==> src/kfci_pkg.sv <==
// Shared widths, constants and fixed-point helpers of the keyframe curve interpolator.
package kfci_pkg;

   localparam int KEY_W      = 8;
   localparam int MAX_KEYS   = 256;
   localparam int MAX_COMPS  = 4;
   localparam int QFRAC      = 16;
   localparam int DVD_W      = 56;
   localparam int DVS_W      = 40;
   localparam int DCNT_W     = 6;
   localparam int PROD_W     = 57;
   localparam int QPROD_W    = PROD_W - QFRAC;

   localparam logic signed [17:0] QONE = 18'sd65536;

   typedef logic signed [DVD_W-1:0] div_num_type;
   typedef logic signed [DVS_W-1:0] div_den_type;

   // Q16.16 product scaled back, truncated toward zero
   function automatic logic signed [QPROD_W-1:0] qtrunc(input logic signed [PROD_W-1:0] p);
      logic signed [PROD_W-1:0] t;
      t = p + (p[PROD_W-1] ? PROD_W'(65535) : PROD_W'(0));
      return t[PROD_W-1:QFRAC];
   endfunction

   function automatic logic signed [31:0] sat32(input logic signed [39:0] v);
      if (v > 40'sd2147483647) begin
         return 32'sh7fffffff;
      end else if (v < -40'sd2147483648) begin
         return 32'sh80000000;
      end else begin
         return v[31:0];
      end
   endfunction

endpackage

==> src/kfci_div.sv <==
// Signed restoring divider, one quotient bit per cycle, truncating toward zero.
module kfci_div (
   input  logic                 clock,
   input  logic                 reset,
   input  logic                 start,
   input  kfci_pkg::div_num_type dividend,
   input  kfci_pkg::div_den_type divisor,
   output logic                 done,
   output kfci_pkg::div_num_type quotient
);

   localparam int NW = kfci_pkg::DVD_W;
   localparam int DW = kfci_pkg::DVS_W;

   logic          active_ff, active_in;
   logic          done_ff, done_in;
   logic [kfci_pkg::DCNT_W-1:0] cnt_ff, cnt_in;
   logic          neg_ff, neg_in;
   logic [NW-1:0] num_ff, num_in;
   logic [DW-1:0] den_ff, den_in;
   logic [DW-1:0] rem_ff, rem_in;
   logic [DW:0]   rem_sh;

   always_comb begin
      active_in = active_ff;
      done_in   = 1'b0;
      cnt_in    = cnt_ff;
      neg_in    = neg_ff;
      num_in    = num_ff;
      den_in    = den_ff;
      rem_in    = rem_ff;
      rem_sh    = {rem_ff, num_ff[NW-1]};
      if (start) begin
         active_in = 1'b1;
         cnt_in    = kfci_pkg::DCNT_W'(NW);
         neg_in    = dividend[NW-1] ^ divisor[DW-1];
         num_in    = dividend[NW-1] ? NW'(-dividend) : NW'(dividend);
         den_in    = divisor[DW-1] ? DW'(-divisor) : DW'(divisor);
         rem_in    = '0;
      end else if (active_ff) begin
         if (rem_sh >= {1'b0, den_ff}) begin
            rem_in = DW'(rem_sh - {1'b0, den_ff});
            num_in = {num_ff[NW-2:0], 1'b1};
         end else begin
            rem_in = rem_sh[DW-1:0];
            num_in = {num_ff[NW-2:0], 1'b0};
         end
         cnt_in = cnt_ff - 1'b1;
         if (cnt_ff == kfci_pkg::DCNT_W'(1)) begin
            active_in = 1'b0;
            done_in   = 1'b1;
         end
      end
   end

   always_ff @(posedge clock) begin
      if (reset) begin
         active_ff <= 1'b0;
         done_ff   <= 1'b0;
         cnt_ff    <= '0;
      end else begin
         active_ff <= active_in;
         done_ff   <= done_in;
         cnt_ff    <= cnt_in;
      end
      neg_ff <= neg_in;
      num_ff <= num_in;
      den_ff <= den_in;
      rem_ff <= rem_in;
   end

   assign done     = done_ff;
   assign quotient = neg_ff ? -$signed(num_ff) : $signed(num_ff);

endmodule

==> config.mk <==
export PLATFORM = sky130hd
export DESIGN_NAME = kfci_div
export DESIGN_NICKNAME = d
export VERILOG_FILES = /design/src/kfci_pkg.sv /design/src/kfci_div.sv
export SDC_FILE = /design/constraint.sdc
export NUM_CORES = 1
export LEC_CHECK = 0
export ABC_AREA = 0
export BUFFER_PORTS_ARGS = -buffer_cell sky130_fd_sc_hd__buf_4
export CAP_MARGIN = 20
export CORE_MARGIN = 1.5
export CORE_UTILIZATION = 40
export CTS_CLUSTER_DIAMETER = 60
export DETAILED_ROUTE_END_ITERATION = 12
export PLACE_DENSITY_LB_ADDON = 0.15
export SETUP_SLACK_MARGIN = 0.15
export SYNTH_ARGS = -nofsm -noshare
export SYNTH_HDL_FRONTEND = slang
export SYNTH_SLANG_ARGS = --single-unit
==> constraint.sdc <==
create_clock -name clock -period 3.1 [get_ports clock]
set_input_delay 0 -clock clock [delete_from_list [all_inputs] [get_ports clock]]
set_output_delay 0 -clock clock [all_outputs]
set_load 0.005 [all_outputs]
==> parameters.txt <==
Parameter                              Value

Critical path
  CP Capture Type    primary output
  Required time at the worst-slack endpoint    slightly above 3 ns
  Ordered cell list for the critical path    or4_4 -> nor4_4 -> buf_4 -> nand3_4 -> or3_4 -> nor2_4 -> nand3b_1 -> nor3_2 -> buf_4 -> a21boi_2 -> xnor2_2 -> buf_4
  Buffers plus inverters on the worst setup path    3
  Crit Path Max Fanout    2
  Startpoint type of the worst setup path    flop
  Cell occurring most often along the worst timing path    sky130_fd_sc_hd__buf_4
  Top delay family on crit path    simple AND/OR/NAND/NOR gates
  Highest cell delay on the worst timing path    approximately 0.58 ns
  Data arrival time of the critical path    around 3.3 ns
  Slowest stage cell, crit path    sky130_fd_sc_hd__or4_4
  Classification of the worst setup path    reg -> out

Place
  Number of buffers inserted by port buffering    around 160
  Placed cell areas    between 10,000 and 15,000 um2
  Final weighted congestion in routability-driven placement    0.883
  Detail Placement HPWL    between 20,000 and 25,000 um
  Placed cell count    approximately 1,800
  Worst Setup Slack post-DPL    -0.222 ns

Detailed routing
  Detailed-route wire length on metal 1    roughly 15,000 um
  Average wire per cell in the routed design    about 16 um
  Topmost layer with routed signal wires    met4
  Count of vias placed by the detailed router    roughly 11,000
  First DRT Iteration DRCs    ~710
  Count of unresolved DRC violations after routing    0
  Met2 wire len    roughly 15,000 um
  Post-detailed-route via-to-cell ratio    about 5.4
  Initial DRT Pass Iterations    6
  Remaining antenna violation count after routing    0
  WL met3    between 1000 and 1500 um
  WL final    roughly 31,000 um

Run
  Number of maximum-capacitance violations    0

Synthesis
  Yosys top cell area share    0.266
  Post-synth net total    between 1,000 and 1,500
  Sequential cell area fraction in the yosys report    0.353
  Post-Synthesis Cells    ~1,300
  Number of synthesized flops with an enable pin    97
  Netlist area before placement    ~11,000 um2
  Mapped Avg Cell Area    around 8.6 um2
  Distinct cell type count of the synthesized netlist    ~70
  Synth Warn #    0
  Library cell with the largest summed area after synthesis    sky130_fd_sc_hd__edfxtp_1
  Post-synthesis sequential element count    145
  Async S/R FF share, synth    0
  Predominant post-synthesis flop cell    sky130_fd_sc_hd__edfxtp_1
  Synth area leaders    sky130_fd_sc_hd__edfxtp_1, sky130_fd_sc_hd__dfxtp_1, sky130_fd_sc_hd__xnor2_1, sky130_fd_sc_hd__xor2_1, sky130_fd_sc_hd__ha_1

STA
  Least-Margin Pin Slew    ~0.76 ns
  Setup TNS    -1.04 ns
  Maximum clock frequency    304 MHz
  Fin worst setup slack    -0.190 ns
  RSZ-0062 raised after global routing    yes
  Post-layout minimum cycle time    between 3 and 4 ns
  Part of the cycle the worst path needs    1.06
  Pins over their slew limit    0
  Largest clock skew in the final design    0.0132 ns
  Final setup violation count    10
  Worst rel slew slack    0.495
  Final hold violation count    0

Cells and area
  Final non-filler cell area    15,300 um2
  Sequential cell area in the final layout    roughly 3900 um2
  Number of inserted diodes    0
  Synthesis-to-finish area growth    39.5%
  Area of combinational cells with multiple inputs    7310 um2
  Fill cell total of the finished layout    around 2,400
  Final nets    roughly 1,700
  Proportion of layout cells with a drive suffix above 1    0.269
  Fin cells    1,945

Clock tree
  Number of sinks driven by the clock tree    145
  Clk root buf    sky130_fd_sc_hd__clkbuf_16
  Skew-Pair Late Insertion Delay    roughly 0.43 ns
  Clock transition at the register clock pins on the worst setup and hold paths after CTS    0.06 ns
  Clock tree from TritonCTS    built
  Level count of the clock H-tree    4
  Number of buffers created by CTS    17
  Number of buffers on the longest clock path    2

Global routing
  Number of antenna violations at the first check in global routing    0
  First-pass GRT wire length    50,600 um
  GR Util All Layers    0.220
  Via count of the first global-routing pass    10,100
  Largest net degree at the start of global routing    67
  Residual overflow from global routing    0

Pwr
  Leakage power summed over all cells    ~0.006 uW
  Largest vdd supply drop    roughly 300 uV
  Pwr Density    approximately 430 nW/um2

Die
  Row count    60
  Die Span Y    around 170 um
  Initial core utilization    0.407
  I/O pin cnt    156
  DIE AREA    28,400 um2
  Chip Width    ~170 um
  Core outline area    roughly 27,000 um2

Status
  Violations in the final reports    setup timing
  Result of the run    finished, violations left

Min path
  Worst hold path class    in -> reg
## final timing paths
kind | start | end | slack [ns] | cells after the start
max | num_ff[11]$_DFFE_PP_ | quotient[54] | -0.19 | 12
min | dividend[5] | num_ff[5]$_DFFE_PP_ | 0.009 | 3
max reg2reg | den_ff[1]$_DFFE_PP_ | rem_ff[5]$_SDFFE_PP0P_ | 0.22 | 12
min reg2reg | rem_ff[26]$_SDFFE_PP0P_ | rem_ff[26]$_SDFFE_PP0P_ | 0.49 | 2
## worst register-to-register path: cells and delay by family, from the launching register on
kind                     cells  cell delay (ns)
adder cells (fa/ha/maj)      1             0.31
AND/OR/NAND/NOR              2             0.65
AO/OA/AOI/OAI                6             1.05
buffers and inverters        3             0.35
flip-flops                   1             0.43
## kinds of logic (layout without fill, tap and decap cells)
| logic type | after synthesis | after routing | share of synthesized area |
|---|---|---|---|
| buffers and inverters | 120 | 446 | 0.0430 |
| DFF | 145 | 145 | 0.353 |
| and+or+nand+nor | 423 | 423 | 0.187 |
| adders and majority gates | 46 | 46 | 0.0532 |
| xor gates and xnor gates | 185 | 185 | 0.148 |
| AOI/OAI and AO/OA | 356 | 356 | 0.213 |
| muxes | 3 | 3 | 0.00274 |
## layout by cell type (no fill, tap or decap), drive strengths merged, types with 23 or more instances in the layout
| cell | synthesis | final |
|---|---|---|
| a21oi | 100 | 100 |
| a311oi | 24 | 24 |
| buf | 4 | 267 |
| dfxtp | 48 | 48 |
| dlygate4sd3 | 0 | 87 |
| edfxtp | 97 | 97 |
| ha | 45 | 45 |
| inv | 61 | 64 |
| nand2 | 137 | 137 |
| nor2 | 119 | 119 |
| o21ai | 82 | 82 |
| o31ai | 42 | 42 |
| o41ai | 24 | 24 |
| or3 | 23 | 23 |
| or4 | 25 | 25 |
| xnor2 | 101 | 101 |
| xor2 | 84 | 84 |
## area by class of cell
type | count | area share
repair buffers | 354 | 0.192
flip-flops and latches | 145 | 0.253
inverters | 61 | 0.0150
clock inverters | 12 | 0.00573
well taps | 341 | 0.0279
clock buffers | 19 | 0.0283
multi-input cells | 1013 | 0.478
## Yosys cell counts, drive strengths merged, types with 4 or more instances
cell / count
a2111oi: 4
a211oi: 5
a21boi: 6
a21o: 20
a21oi: 100
a311oi: 24
a31oi: 6
and3: 6
buf: 4
clkbuf: 55
dfxtp: 48
edfxtp: 97
ha: 45
inv: 61
nand2: 137
nand2b: 22
nand3: 16
nand4: 8
nor2: 119
nor2b: 7
nor3: 21
nor4: 16
o211ai: 9
o21a: 5
o21ai: 82
o21bai: 5
o31ai: 42
o41ai: 24
or2: 8
or3: 23
or4: 25
xnor2: 101
xor2: 84
## sequential cells by signal, summed over array words and instances, names as in the netlist
register / flops
active_ff: 1
cnt_ff: 6
den_ff: 40
done: 1
neg_ff: 1
num_ff: 56
rem_ff: 40
## power breakdown
| group | switching, uW | internal [uW] | total, uW |
|---|---|---|---|
| clock | 870 | 1020 | 1890 |
| combinational | 1110 | 1100 | 2200 |
| sequential | 160 | 2290 | 2450 |
## through the flow
step / power [uW] / hold slack [ns] / util
global placement: 4370 / 0.237 / 0.485
finish: 6550 / 0.00891 / 0.568
global route: 6920 / 0.0253 / 0.568
CTS: 6430 / 0.0000620 / 0.547
detailed placement: 4380 / 0.247 / 0.485
floorplan: 3590 / 0.0989 / -
## per-layer routing
metal | vias to the layer above | GRT usage
li1 | 5293 | -
met2 | 267 | 0.378
met3 | 41 | 0.0253
met4 | 0 | 0.0571
met5 | - | 0
met1 | 4956 | 0.294
## timing repair
action | CTS | global route
endpoints found under the setup margin | 34 | 83
buffers inserted | 6 | 10
gates resized for setup | 55 | 112
hold endpoints to repair | 92 | 0
pin swaps | 22 | 33
hold buffers | 87 | 0
Note: power is estimated with default switching activity, not from simulation.
